**config.mk**
```make
export PLATFORM = sky130hd
export DESIGN_NAME = sync_length_checksum_deframer_core_flat
export DESIGN_NICKNAME = d
export VERILOG_FILES = /design/src/design/slcd_pkg.sv /design/src/design/slcd_if.sv /design/src/design/slcd_front.sv /design/src/design/slcd_queue.sv /design/src/design/slcd_back.sv /design/src/design/sync_length_checksum_deframer_core.sv /design/src/flat_wrapper.sv
export SDC_FILE = /design/constraint.sdc
export NUM_CORES = 1
export LEC_CHECK = 0
export BUFFER_PORTS_ARGS = -buffer_cell sky130_fd_sc_hd__buf_2
export CAP_MARGIN = 20
export CORE_MARGIN = 8
export CORE_UTILIZATION = 68
export CTS_BUF_LIST = sky130_fd_sc_hd__clkbuf_4 sky130_fd_sc_hd__clkbuf_8
export CTS_CLUSTER_SIZE = 8
export DETAILED_ROUTE_END_ITERATION = 12
export PLACE_DENSITY = 0.87
export RECOVER_POWER = 100
export SLEW_MARGIN = 20
export SYNTH_ARGS = -nofsm -noshare
export SYNTH_HDL_FRONTEND = slang
export SYNTH_SLANG_ARGS = --single-unit
```
**constraint.sdc**
```tcl
create_clock -name clk -period 13.2 [get_ports clk]
set_input_delay 0.66 -clock clk [delete_from_list [all_inputs] [get_ports clk]]
set_output_delay 0.66 -clock clk [all_outputs]
set_load 0.01 [all_outputs]
```
**src/design/slcd_pkg.sv**
```systemverilog
// slcd_pkg: shared types and constants for the sync/length/checksum deframer
// no dependencies; compiled first

package slcd_pkg;

	localparam logic [7:0]  SYNC_FIRST    = 8'hA5;
	localparam logic [7:0]  SYNC_SECOND   = 8'h5A;
	localparam logic [16:0] MIN_TOTAL     = 17'd6;
	localparam logic [16:0] MAX_LEN_RESET = 17'd1024;
	localparam logic [15:0] HEADER_SUM    = 16'h00FF;

	typedef enum logic [1:0] {
		PH_HUNT = 2'd0,
		PH_SYNC = 2'd1,
		PH_BODY = 2'd2
	} phase_t;

	typedef enum logic [1:0] {
		ST_BUSY     = 2'd0,
		ST_GOOD     = 2'd1,
		ST_CSUM_ERR = 2'd2,
		ST_LEN_ERR  = 2'd3
	} status_t;

	// one queued result; pair marks the header entry that expands to two items
	typedef struct packed {
		logic [7:0]  data_byte;
		logic [16:0] position;
		logic [16:0] frame_size;
		logic        last;
		status_t     status;
		logic        pair;
	} entry_t;

endpackage

```
**src/design/slcd_if.sv**
```systemverilog
// slcd_byte_if and slcd_frame_if: valid/ready channels of the deframer
// no dependencies

interface slcd_byte_if;
	logic       valid;
	logic       ready;
	logic [7:0] data_in;

	modport source (output valid, output data_in, input ready);
	modport sink   (input valid, input data_in, output ready);
endinterface

interface slcd_frame_if;
	logic        valid;
	logic        ready;
	logic [7:0]  data_byte;
	logic [16:0] position;
	logic [16:0] frame_size;
	logic        last;
	logic [1:0]  status;

	modport source (output valid, output data_byte, output position, output frame_size,
		output last, output status, input ready);
	modport sink   (input valid, input data_byte, input position, input frame_size,
		input last, input status, output ready);
endinterface

```
**src/design/slcd_front.sv**
```systemverilog
// slcd_front: accepts received bytes, tracks header/length/checksum, pushes results
// depends on slcd_pkg and slcd_byte_if

module slcd_front (
	input  logic              clk,
	input  logic              arst_n,
	input  logic              cfg_wr_en,
	input  logic [16:0]       cfg_wr_data,
	slcd_byte_if.sink         byte_ch,
	output logic              push_valid,
	input  logic              push_ready,
	output slcd_pkg::entry_t  push_entry
);
	import slcd_pkg::*;

	phase_t      phase_q, phase_d;
	logic [16:0] max_len_q;
	logic [16:0] count_q, count_d;
	logic [16:0] total_q, total_d;
	logic [7:0]  len_low_q, len_low_d;
	logic [15:0] sum_q, sum_d;
	logic [7:0]  chk_low_q, chk_low_d;

	logic        fire;
	logic        emit;
	logic [7:0]  b;
	logic [16:0] total_new;
	logic [17:0] p_plus2;
	logic [15:0] sum_add;

	assign b       = byte_ch.data_in;
	assign fire    = byte_ch.valid && push_ready;
	assign byte_ch.ready = push_ready;
	assign push_valid    = fire && emit;

	assign total_new = {1'b0, b, len_low_q} + 17'd2;
	assign p_plus2   = {1'b0, count_q} + 18'd2;
	assign sum_add   = sum_q + {8'd0, b};

	always_comb begin
		phase_d   = phase_q;
		count_d   = count_q;
		total_d   = total_q;
		len_low_d = len_low_q;
		sum_d     = sum_q;
		chk_low_d = chk_low_q;
		emit      = 1'b0;
		push_entry.data_byte  = b;
		push_entry.position   = count_q;
		push_entry.frame_size = total_q;
		push_entry.last       = 1'b0;
		push_entry.status     = ST_BUSY;
		push_entry.pair       = 1'b0;
		case (phase_q)
			PH_SYNC: begin
				if (b == SYNC_SECOND) begin
					emit    = 1'b1;
					push_entry.position   = 17'd1;
					push_entry.frame_size = '0;
					push_entry.pair       = 1'b1;
					phase_d = PH_BODY;
					count_d = 17'd2;
					sum_d   = HEADER_SUM;
				end else begin
					phase_d = PH_HUNT;
				end
			end
			PH_BODY: begin
				emit = 1'b1;
				if (count_q < 17'd4) begin
					if (count_q == 17'd3)
						len_low_d = b;
					sum_d   = sum_add;
					push_entry.frame_size = '0;
					count_d = count_q + 17'd1;
				end else if (count_q == 17'd4) begin
					push_entry.frame_size = total_new;
					if (total_new < MIN_TOTAL || total_new > max_len_q) begin
						push_entry.last   = 1'b1;
						push_entry.status = ST_LEN_ERR;
						phase_d = PH_HUNT;
					end else begin
						total_d = total_new;
						if (total_new > MIN_TOTAL)
							sum_d = sum_add;
						else
							chk_low_d = b;
						count_d = 17'd5;
					end
				end else if (p_plus2 < {1'b0, total_q}) begin
					sum_d   = sum_add;
					count_d = count_q + 17'd1;
				end else if (p_plus2 == {1'b0, total_q}) begin
					chk_low_d = b;
					count_d   = count_q + 17'd1;
				end else begin
					push_entry.last   = 1'b1;
					push_entry.status = ({b, chk_low_q} == sum_q) ? ST_GOOD : ST_CSUM_ERR;
					phase_d = PH_HUNT;
				end
			end
			default: begin
				phase_d = (b == SYNC_FIRST) ? PH_SYNC : PH_HUNT;
			end
		endcase
	end

	always_ff @(posedge clk or negedge arst_n) begin
		if (!arst_n) begin
			phase_q   <= PH_HUNT;
			max_len_q <= MAX_LEN_RESET;
		end else begin
			if (fire)
				phase_q <= phase_d;
			if (cfg_wr_en)
				max_len_q <= cfg_wr_data;
		end
	end

	always_ff @(posedge clk) begin
		if (fire) begin
			count_q   <= count_d;
			total_q   <= total_d;
			len_low_q <= len_low_d;
			sum_q     <= sum_d;
			chk_low_q <= chk_low_d;
		end
	end

endmodule

```
**src/design/slcd_queue.sv**
```systemverilog
// slcd_queue: short fifo of result entries between front and back
// depends on slcd_pkg

module slcd_queue #(
	parameter int DEPTH = 4
) (
	input  logic              clk,
	input  logic              arst_n,
	input  logic              push_valid,
	output logic              push_ready,
	input  slcd_pkg::entry_t  push_entry,
	output logic              pop_valid,
	input  logic              pop_ready,
	output slcd_pkg::entry_t  pop_entry
);
	import slcd_pkg::*;

	localparam int PTR_W = (DEPTH > 1) ? $clog2(DEPTH) : 1;
	localparam int CNT_W = $clog2(DEPTH + 1);

	entry_t             mem_q [DEPTH];
	logic [PTR_W-1:0]   wr_ptr_q, rd_ptr_q;
	logic [CNT_W-1:0]   cnt_q;
	logic               do_push, do_pop;

	assign push_ready = (cnt_q != CNT_W'(DEPTH));
	assign pop_valid  = (cnt_q != '0);
	assign pop_entry  = mem_q[rd_ptr_q];
	assign do_push    = push_valid && push_ready;
	assign do_pop     = pop_valid && pop_ready;

	always_ff @(posedge clk or negedge arst_n) begin
		if (!arst_n) begin
			wr_ptr_q <= '0;
			rd_ptr_q <= '0;
			cnt_q    <= '0;
		end else begin
			if (do_push)
				wr_ptr_q <= (wr_ptr_q == PTR_W'(DEPTH - 1)) ? '0 : wr_ptr_q + PTR_W'(1);
			if (do_pop)
				rd_ptr_q <= (rd_ptr_q == PTR_W'(DEPTH - 1)) ? '0 : rd_ptr_q + PTR_W'(1);
			if (do_push && !do_pop)
				cnt_q <= cnt_q + CNT_W'(1);
			else if (do_pop && !do_push)
				cnt_q <= cnt_q - CNT_W'(1);
		end
	end

	always_ff @(posedge clk) begin
		if (do_push)
			mem_q[wr_ptr_q] <= push_entry;
	end

endmodule

```
**src/design/slcd_back.sv**
```systemverilog
// slcd_back: drains the queue into the output register, expands header entries
// depends on slcd_pkg and slcd_frame_if

module slcd_back (
	input  logic              clk,
	input  logic              arst_n,
	input  logic              pop_valid,
	output logic              pop_ready,
	input  slcd_pkg::entry_t  pop_entry,
	slcd_frame_if.source      frame_ch
);
	import slcd_pkg::*;

	logic        out_valid_q;
	logic        second_q;
	logic [7:0]  data_q;
	logic [16:0] pos_q;
	logic [16:0] size_q;
	logic        last_q;
	status_t     status_q;
	logic        load;

	assign load      = !out_valid_q || frame_ch.ready;
	assign pop_ready = load && !second_q;

	assign frame_ch.valid      = out_valid_q;
	assign frame_ch.data_byte  = data_q;
	assign frame_ch.position   = pos_q;
	assign frame_ch.frame_size = size_q;
	assign frame_ch.last       = last_q;
	assign frame_ch.status     = status_q;

	always_ff @(posedge clk or negedge arst_n) begin
		if (!arst_n) begin
			out_valid_q <= 1'b0;
			second_q    <= 1'b0;
		end else if (load) begin
			out_valid_q <= second_q || pop_valid;
			if (second_q)
				second_q <= 1'b0;
			else if (pop_valid && pop_entry.pair)
				second_q <= 1'b1;
		end
	end

	always_ff @(posedge clk) begin
		if (load) begin
			if (second_q) begin
				data_q   <= SYNC_SECOND;
				pos_q    <= 17'd1;
				size_q   <= '0;
				last_q   <= 1'b0;
				status_q <= ST_BUSY;
			end else if (pop_valid && pop_entry.pair) begin
				data_q   <= SYNC_FIRST;
				pos_q    <= '0;
				size_q   <= '0;
				last_q   <= 1'b0;
				status_q <= ST_BUSY;
			end else if (pop_valid) begin
				data_q   <= pop_entry.data_byte;
				pos_q    <= pop_entry.position;
				size_q   <= pop_entry.frame_size;
				last_q   <= pop_entry.last;
				status_q <= pop_entry.status;
			end
		end
	end

endmodule

```
**src/design/sync_length_checksum_deframer_core.sv**
```systemverilog
// sync_length_checksum_deframer_core: top level, front parser, result queue, output stage
// a result item is written into the queue when its byte is accepted, then registered in
// the output stage; the second header item is made there once the first has been taken
// throughput: one byte per cycle, stalled by byte_ch.ready while the result queue is full
// reset: arst_n returns to hunting, empties the queue and output stage, max_frame_len = 1024

module sync_length_checksum_deframer_core #(
	parameter int QUEUE_DEPTH = 4
) (
	input  logic          clk,
	input  logic          arst_n,
	input  logic          cfg_wr_en,
	input  logic [16:0]   cfg_wr_data,
	slcd_byte_if.sink     byte_ch,
	slcd_frame_if.source  frame_ch
);
	import slcd_pkg::*;

	logic   push_valid, push_ready;
	logic   pop_valid, pop_ready;
	entry_t push_entry, pop_entry;

	slcd_front u_front (
		.clk         (clk),
		.arst_n      (arst_n),
		.cfg_wr_en   (cfg_wr_en),
		.cfg_wr_data (cfg_wr_data),
		.byte_ch     (byte_ch),
		.push_valid  (push_valid),
		.push_ready  (push_ready),
		.push_entry  (push_entry)
	);

	slcd_queue #(
		.DEPTH (QUEUE_DEPTH)
	) u_queue (
		.clk        (clk),
		.arst_n     (arst_n),
		.push_valid (push_valid),
		.push_ready (push_ready),
		.push_entry (push_entry),
		.pop_valid  (pop_valid),
		.pop_ready  (pop_ready),
		.pop_entry  (pop_entry)
	);

	slcd_back u_back (
		.clk       (clk),
		.arst_n    (arst_n),
		.pop_valid (pop_valid),
		.pop_ready (pop_ready),
		.pop_entry (pop_entry),
		.frame_ch  (frame_ch)
	);

	a_no_push_when_full: assert property (@(posedge clk) disable iff (!arst_n)
		!(push_valid && !push_ready))
		else $error("result pushed into a full queue");

	a_status_implies_last: assert property (@(posedge clk) disable iff (!arst_n)
		frame_ch.valid && (frame_ch.status != ST_BUSY) |-> frame_ch.last)
		else $error("final status without last");

	a_header_first: assert property (@(posedge clk) disable iff (!arst_n)
		frame_ch.valid && (frame_ch.position == 17'd0) |->
		(frame_ch.data_byte == SYNC_FIRST) && !frame_ch.last && (frame_ch.frame_size == 17'd0))
		else $error("position zero item is not the first header byte");

	a_second_header_follows: assert property (@(posedge clk) disable iff (!arst_n)
		frame_ch.valid && frame_ch.ready && (frame_ch.position == 17'd0) |=>
		frame_ch.valid && (frame_ch.position == 17'd1) && (frame_ch.data_byte == SYNC_SECOND))
		else $error("second header item did not follow the first");

endmodule
```
**src/flat_wrapper.sv**
```systemverilog
// flat-port wrapper written by rule: the top's interface ports become plain ports
module sync_length_checksum_deframer_core_flat import slcd_pkg::*;
#(
	parameter int QUEUE_DEPTH = 4
)
  (clk, arst_n, cfg_wr_en, cfg_wr_data, byte_ch_valid, byte_ch_data_in, byte_ch_ready, frame_ch_valid, frame_ch_data_byte, frame_ch_position, frame_ch_frame_size, frame_ch_last, frame_ch_status, frame_ch_ready);
  slcd_byte_if byte_ch_i ();
  slcd_frame_if frame_ch_i ();
  input  logic clk;
  input  logic arst_n;
  input  logic cfg_wr_en;
  input  logic [16:0] cfg_wr_data;
  input wire logic [$bits(byte_ch_i.valid)-1:0] byte_ch_valid;
  input wire logic [$bits(byte_ch_i.data_in)-1:0] byte_ch_data_in;
  output wire logic [$bits(byte_ch_i.ready)-1:0] byte_ch_ready;
  output wire logic [$bits(frame_ch_i.valid)-1:0] frame_ch_valid;
  output wire logic [$bits(frame_ch_i.data_byte)-1:0] frame_ch_data_byte;
  output wire logic [$bits(frame_ch_i.position)-1:0] frame_ch_position;
  output wire logic [$bits(frame_ch_i.frame_size)-1:0] frame_ch_frame_size;
  output wire logic [$bits(frame_ch_i.last)-1:0] frame_ch_last;
  output wire logic [$bits(frame_ch_i.status)-1:0] frame_ch_status;
  input wire logic [$bits(frame_ch_i.ready)-1:0] frame_ch_ready;
  assign byte_ch_i.valid = byte_ch_valid;
  assign byte_ch_i.data_in = byte_ch_data_in;
  assign byte_ch_ready = byte_ch_i.ready;
  assign frame_ch_valid = frame_ch_i.valid;
  assign frame_ch_data_byte = frame_ch_i.data_byte;
  assign frame_ch_position = frame_ch_i.position;
  assign frame_ch_frame_size = frame_ch_i.frame_size;
  assign frame_ch_last = frame_ch_i.last;
  assign frame_ch_status = frame_ch_i.status;
  assign frame_ch_i.ready = frame_ch_ready;
  sync_length_checksum_deframer_core #(.QUEUE_DEPTH(QUEUE_DEPTH)) u_core (.clk(clk), .arst_n(arst_n), .cfg_wr_en(cfg_wr_en), .cfg_wr_data(cfg_wr_data), .byte_ch(byte_ch_i), .frame_ch(frame_ch_i));
endmodule
```
== After elaboration in Yosys (flattened, before gate mapping) ==
Memories as Yosys holds them, arrays and structs flattened.
Index checks and enable logic that the tools add are counted.

* Register bits after elaboration: 139
* Latch bits: 0
* Memory bits (writable): 184
* ROM bits: 0
* Input port bits: 30
* Output and inout port bits: 47
* Logic and storage cells: 142
* Memories: 1

* $add $sub $neg: 8
* Multiply operators: 0
* Divide/modulo/power cells: 0
* Magnitude comparators: 5
* Eq/ne operators: 23
* Shift-type cells: 0
* Mux-type cells: 57
* Bitwise logic cells: 2
* Reduce and logical (&&, ||, !) cells: 28

{| class="wikitable"
|+ Memory list
! memory !! depth !! width !! read ports !! clocked after memory_dff !! wr ports !! RTL line !! source
|-
| u_core.u_queue.mem_q || 4 || 46 || 1 || 0 || 1 || slcd_queue.sv:21 || <nowiki>entry_t mem_q [DEPTH];</nowiki>
|}

{| class="wikitable"
|+ Operators with widths
! kind !! count
|-
| two-way mux 17 bit || 11
|-
| two-way mux 16 bit || 6
|-
| case mux 17 bit (2 select lines) || 2
|-
| two-way mux 8 bit || 7
|-
| < comparator 17 x 3 -> 1 bit (second input constant) || 2
|-
| two-way mux 34 bit || 1
|-
| case mux 16 bit (2 select lines) || 1
|-
| two-way mux 3 bit || 8
|-
| two-way mux 2 bit || 10
|-
| adder 17 x 2 -> 18 bit (second input constant) || 1
|-
| == test 18 x 17 -> 1 bit || 1
|-
| < comparator 18 x 17 -> 1 bit || 1
|-
| adder 16 x 2 -> 17 bit (second input constant) || 1
|-
| adder 17 x 1 -> 17 bit (second input constant) || 1
|-
| == test 17 x 2 -> 1 bit (second input constant) || 1
|-
| == test 17 x 3 -> 1 bit (second input constant) || 1
|-
| > comparator 17 bit || 1
|-
| > comparator 17 x 3 -> 1 bit (second input constant) || 1
|-
| adder 16 x 8 -> 16 bit || 1
|-
| == test 16 bit || 1
|-
| AND reduction 5 bit || 3
|-
| != test 3 bit (second input constant) || 4
|-
| != test 4 bit (second input constant) || 3
|-
| != test 2 bit (second input constant) || 5
|-
| 22 further kinds || 49
|}

== Longest topological paths before layout ==
* Word-level depth: 9
* Mapped depth: 15
* Mapped depth without buffers: 14

== By module ==
Synthesis repeated with hierarchy kept, for this count alone.

* Cells, all modules: 1,024
* Area, all modules: 15,000.6 µm²

{| class="wikitable"
|+ Modules (own cells, without submodules)
! module !! instances !! cells an instance !! area an instance (µm²) !! sequential area each (µm²)
|-
| slcd_queue || 1 || 277 || 7,059.3 || 5,700.5
|-
| slcd_front || 1 || 637 || 6,087.1 || 2,458.6
|-
| slcd_back || 1 || 110 || 1,854.3 || 1,401.3
|}

== Worst setup path after synthesis ==
Ideal clock, no wire load.

* Kind: input to register
* Start point: in byte_ch_data_in[3]
* End point: reg u_core.u_front.sum_q[0] (enable)
* Setup time: 0.409 ns
* Data arrival time: 4.167 ns
* Data required time: 12.791 ns
* Path slack: 8.624 ns
* Stages: 12
* Buffers on the path: 1
* Cell sequence: buf_2 -> nand4_1 -> nor4_1 -> xor2_1 -> ha_1 -> a21oi_1 -> nand2_1 -> a211o_1 -> nor4_1 -> a2bb2oi_2 -> a21oi_1 -> nor3_1

* Word-level cells in the longest chain between the ends: 5
* Elaborated cells between the ends (all ways): 10
* Those cells by class: add/sub: 1; order compare: 3; eq/ne: 4; reduce/logical: 2

{| class="wikitable"
|+ Ends and longest elaborated chain
! what !! RTL line !! source
|-
| start: declaration || flat_wrapper.sv:14 || <nowiki>input wire logic [$bits(byte_ch_i.data_in)-1:0] byte_ch_data_in;</nowiki>
|-
| adder 16 x 2 -> 17 bit (*) || slcd_front.sv:36 || <nowiki>assign total_new = {1'b0, b, len_low_q} + 17'd2;</nowiki>
|-
| via u_core.u_front.total_new[15] || slcd_front.sv:27 || <nowiki>logic [16:0] total_new;</nowiki>
|-
| < comparator 17 x 3 -> 1 bit / > comparator 17 bit (equally long branches) || slcd_front.sv:78 || <nowiki>if (total_new < MIN_TOTAL || total_new > max_len_q) begin</nowiki>
|-
| logical OR 1 bit || slcd_front.sv:78 ||
|-
| != test 4 bit (no line) || - ||
|-
| AND reduction 6 bit (no line) (*) || - ||
|-
| end signal: assignment || slcd_front.sv:125 || <nowiki>sum_q <= sum_d;</nowiki>
|-
| end: declaration || slcd_front.sv:21 || <nowiki>logic [15:0] sum_q, sum_d;</nowiki>
|}

Mark *: on every way through the listed nets, which the timed path passes. The rest lies on a longest branch.
A chain may end at the register's enable or synchronous reset.

== Worst setup path after layout ==
* Start point: in byte_ch_data_in[6]
* End point: mem u_core.u_queue.mem_q[3][2] (netlist bit) (enable)

* Word-level cells in the longest chain between the ends: 7

{| class="wikitable"
|+ Ends and longest elaborated chain
! what !! RTL line !! source
|-
| == test 8 x 7 -> 1 bit || slcd_front.sv:56 || <nowiki>if (b == SYNC_SECOND) begin</nowiki>
|-
| two-way mux 1 bit || slcd_front.sv:56 ||
|-
| case mux 1 bit (2 select lines) || slcd_front.sv:54 || <nowiki>case (phase_q)</nowiki>
|-
| logical AND 1 bit || slcd_front.sv:34 || <nowiki>assign push_valid = fire && emit;</nowiki>
|-
| logical AND 1 bit || slcd_queue.sv:29 || <nowiki>assign do_push = push_valid && push_ready;</nowiki>
|-
| via u_core.u_queue.do_push || slcd_queue.sv:24 || <nowiki>logic do_push, do_pop;</nowiki>
|-
| two-way mux 1 bit || slcd_queue.sv:50 || <nowiki>if (do_push)</nowiki>
|-
| two-way mux 1 bit (not written as such) || slcd_queue.sv:51 || <nowiki>mem_q[wr_ptr_q] <= push_entry;</nowiki>
|-
| end: declaration || slcd_queue.sv:21 ||
|}

The timed path passes the listed nets, and every way through them passes these cells.

==> metrics.md <==
| Metric | Value |
|---|---|
| Critical setup path kind | `input port to register` |
| Overflow after GRT | `0` |
| Peak VDD IR | `0.1141 mV` |
| Slew @ Worst Pin | `3097 ps` |
| Ys flop type | `edfxtp_1` |
| Power density cells | `158.7 nW/um^2` |
| Crit path time final | `6070 ps` |
| Nets | `1210` |
| FILL cells | `1342` |
| TNS Setup | `0 ps` |
| Post-CTS Repair Setup Buffers | `0` |
| Post-route ant nets | `0` |
| Final hold violations | `0` |
| Syn Area/Cell | `14.42 um^2` |
| Failing checks | `capacitance limit, slew limit` |
| Worst-Skew Late Latency | `570 ps` |
| Initial antenna violation count | `1` |
| Drt total wl | `30560 um` |
| Clk slew on worst S/H paths | `50 ps` |
| Starting density of the core | `68.69%` |
| PostCTS Resize Cnt | `0` |
| Die ar. | `26900 um^2` |
| Final setup viols | `0` |
| DRC violations left | `0` |
| Max Fclk | `0.1648 GHz` |
| Total power draw | `2616 uW` |
| Vias in the first global route | `9047` |
| WP data required | `13340 ps` |
| LEAKAGE | `0.005912 uW` |
| Status | `finished, violations left` |
| Crit path capture type | `register` |
| Hold_buf cts | `0` |
| GRT Resource Usage Total | `23.03%` |
| Largest area contributor in the netlist | `edfxtp_1` |
| PortBufs | `76` |
| CP dominant cell by count | `clkbuf_1` |
| Slowest-stage cell, CP | `and2_0` |
| CTS tree | `built` |
| Vias | `8919` |
| Critical Path AT | `6210 ps` |
| Max Buffers Root-to-Sink | `3` |
| GPL Wtd Cong | `0.9540` |
| Final Max Slew Viols | `327` |
| CTS Buf Count | `53` |
| Number of flops mapped to enable cells by yosys | `295` |
| N_diodes | `0` |
| Worst Clk Skew | `33.01 ps` |
| Core Area | `21690 um^2` |
| Initial DRC count | `700` |
| Post-synth top cells | `295 x edfxtp_1, 66 x nand2_1, 59 x nor2_1` |
| Synth Cell Area | `14900 um^2` |
| CP peak stage delay | `1300 ps` |
| Vias per inst | `6.160` |
| Max Cap Viol | `10` |
| Largest net degree at the start of global routing | `48` |
| Dominant cells by area after synthesis | `edfxtp_1 59%, mux4_2 7.0%, ha_1 4.6%, dfrtp_1 4.5%, xor2_1 2.6%` |
| Hold Crit Class | `input port to register` |
| Seq/Total Area, Yosys | `64.17%` |
| Synth Net Count | `1120` |
| Die extent in y | `164.0 um` |
| DR WL/cell | `21.10 um` |
| Root Buffer | `clkbuf_8` |
| Post-synthesis async set-or-reset flop share | `8.669%` |
| Pre-CTS WS | `8153 ps` |
| Detailed placement HPWL | `20320 um` |
| Clock sinks | `323` |
| DIE WIDTH | `164.0 um` |
| Top-area cell type share of the netlist area | `59.46%` |
| # IOs | `77` |
| Post-layout worst setup margin | `7130 ps` |
| Syn Inst Count | `1033` |
| Row Count | `54` |
| Startpoint types | `input port` |
| Fin crit share | `45.98%` |
| Drt first pass iters | `5` |
| Top-count cell post-synth | `edfxtp_1` |
| Number of synthesized register bits | `323` |
| H-tree levels | `2` |
| First-pass GRT wire length | `47820 um` |
| Ys Warns | `0` |
| Worst relative slew slack | `-106.4%` |
| Max FO, Critical Path | `25` |
| Unrepaired setup endpoints after global routing | `false` |
| Distinct cells, synth | `64` |
| Worst-path cell chain | `clkbuf_1 -> or4b_1 -> nor4_1 -> nand2_1 -> a211oi_1 -> and2_0 -> clkbuf_1` |
| Layout cells sized above 1 | `15.41%` |
| Synth-to-Final Area Change | `10.62%` |
worst max-delay path, delay by kind of cell:
kind	cells	cell delay, ps
buf+inv	2	1880
compound gates	1	1050
simple gates	4	2570
routing by layer:
metal	GRT usage [%]	vias up	wire [um]
li1	-	4040	-
met1	30.26	4425	12210
met2	38.60	389	15070
met3	4.486	63	2587
met4	6.942	2	682
met5	0	-	13
stage by stage:
stage / instance area (um^2) / instances / utilization [%] / hold WS [ps]
after global routing: 16480 / 1448 / 75.99 / 289.8
after CTS: 16620 / 1448 / 76.65 / 151.2
after floorplan: 14900 / 1033 / - / 364.4
after detailed placement: 15440 / 1348 / 71.20 / 471.5
final: 16480 / 1448 / 75.99 / 301.4
after global placement: 15440 / 1348 / 71.20 / 481.5
power by group:
group | switching, uW | total, uW | internal [uW] | leakage [uW]
sequential | 36.8 | 1250 | 1210 | 0.00309
combinational | 230 | 437 | 207 | 0.00220
clock | 381 | 931 | 551 | 0.000629
layout by cell type, fill, tap and decap left out, types with 9 or more instances in the layout:
cell type,instances
buf_2,19
clkbuf_1,66
xnor2_1,26
and3_1,9
nand2_1,66
o21ai_0,33
a21o_1,9
nand4_1,20
nor2b_1,43
clkbuf_8,63
inv_1,58
and2_0,22
a22o_1,14
edfxtp_1,295
ha_1,55
xor2_1,44
nor3_1,14
nor4_1,13
clkbuf_4,27
dfrtp_1,26
nor2_1,58
nand3_1,36
a21oi_1,25
mux4_2,46
sequential cells by signal (all words and copies together) (netlist names), 2 cells and up:
signal                             cells
u_core.u_front.count_q                17
u_core.u_front.len_low_q               8
u_core.u_back.frame_ch.position       17
u_core.u_queue.wr_ptr_q                2
u_core.u_queue.cnt_q                   3
u_core.u_front.sum_q                  16
u_core.u_back.frame_ch.data_byte       8
u_core.u_front.max_len_q              17
u_core.u_back.frame_ch.status          2
u_core.u_queue.mem_q                 184
u_core.u_back.frame_ch.frame_size     17
u_core.u_front.phase_q                 2
u_core.u_front.total_q                17
u_core.u_front.chk_low_q               8
u_core.u_queue.rd_ptr_q                2
worst paths after layout:
path                            slack (ps)  cells after the start                                     to                   startpoint
worst max-delay path                  7130                      7             u_core.u_queue.mem_q[3][2]           byte_ch_data_in[6]
worst min-delay path                   300                      3           u_core.u_front.max_len_q[16]              cfg_wr_data[16]
worst max register to register        7360                      6  u_core.u_back.frame_ch.frame_size[12]   u_core.u_queue.rd_ptr_q[0]
worst min register to register         490                      0              u_core.u_front.total_q[0]  u_core.u_front.len_low_q[0]
max in group asynchronous            11510                      1             u_core.u_queue.rd_ptr_q[1]                       arst_n
min in group asynchronous              540                      1              u_core.u_front.phase_q[0]                       arst_n
logic make-up (layout without fill, tap and decap cells):
| family | after synthesis | in the layout | synth area share, % |
|---|---|---|---|
| buf+inv | 109 | 244 | 3.360 |
| flops | 323 | 323 | 64.17 |
| simple gates | 306 | 306 | 10.72 |
| fa+ha+maj | 57 | 57 | 4.888 |
| mux | 53 | 53 | 7.475 |
| compound gates | 115 | 115 | 5.274 |
| xor+xnor | 70 | 70 | 4.115 |
layout make-up:
| class | instances | area [um^2] | share of cell area (%) |
|---|---|---|---|
| flip-flops and latches | 323 | 9562 | 58.02 |
| multi-input cells | 601 | 4817 | 29.23 |
| clock buffers | 90 | 1070 | 6.491 |
| repair buffers | 86 | 350.3 | 2.126 |
| well taps | 280 | 350.3 | 2.126 |
| inverters | 58 | 217.7 | 1.321 |
| clock inverters | 10 | 113.9 | 0.6909 |
Power figures use the tool's default switching activity.
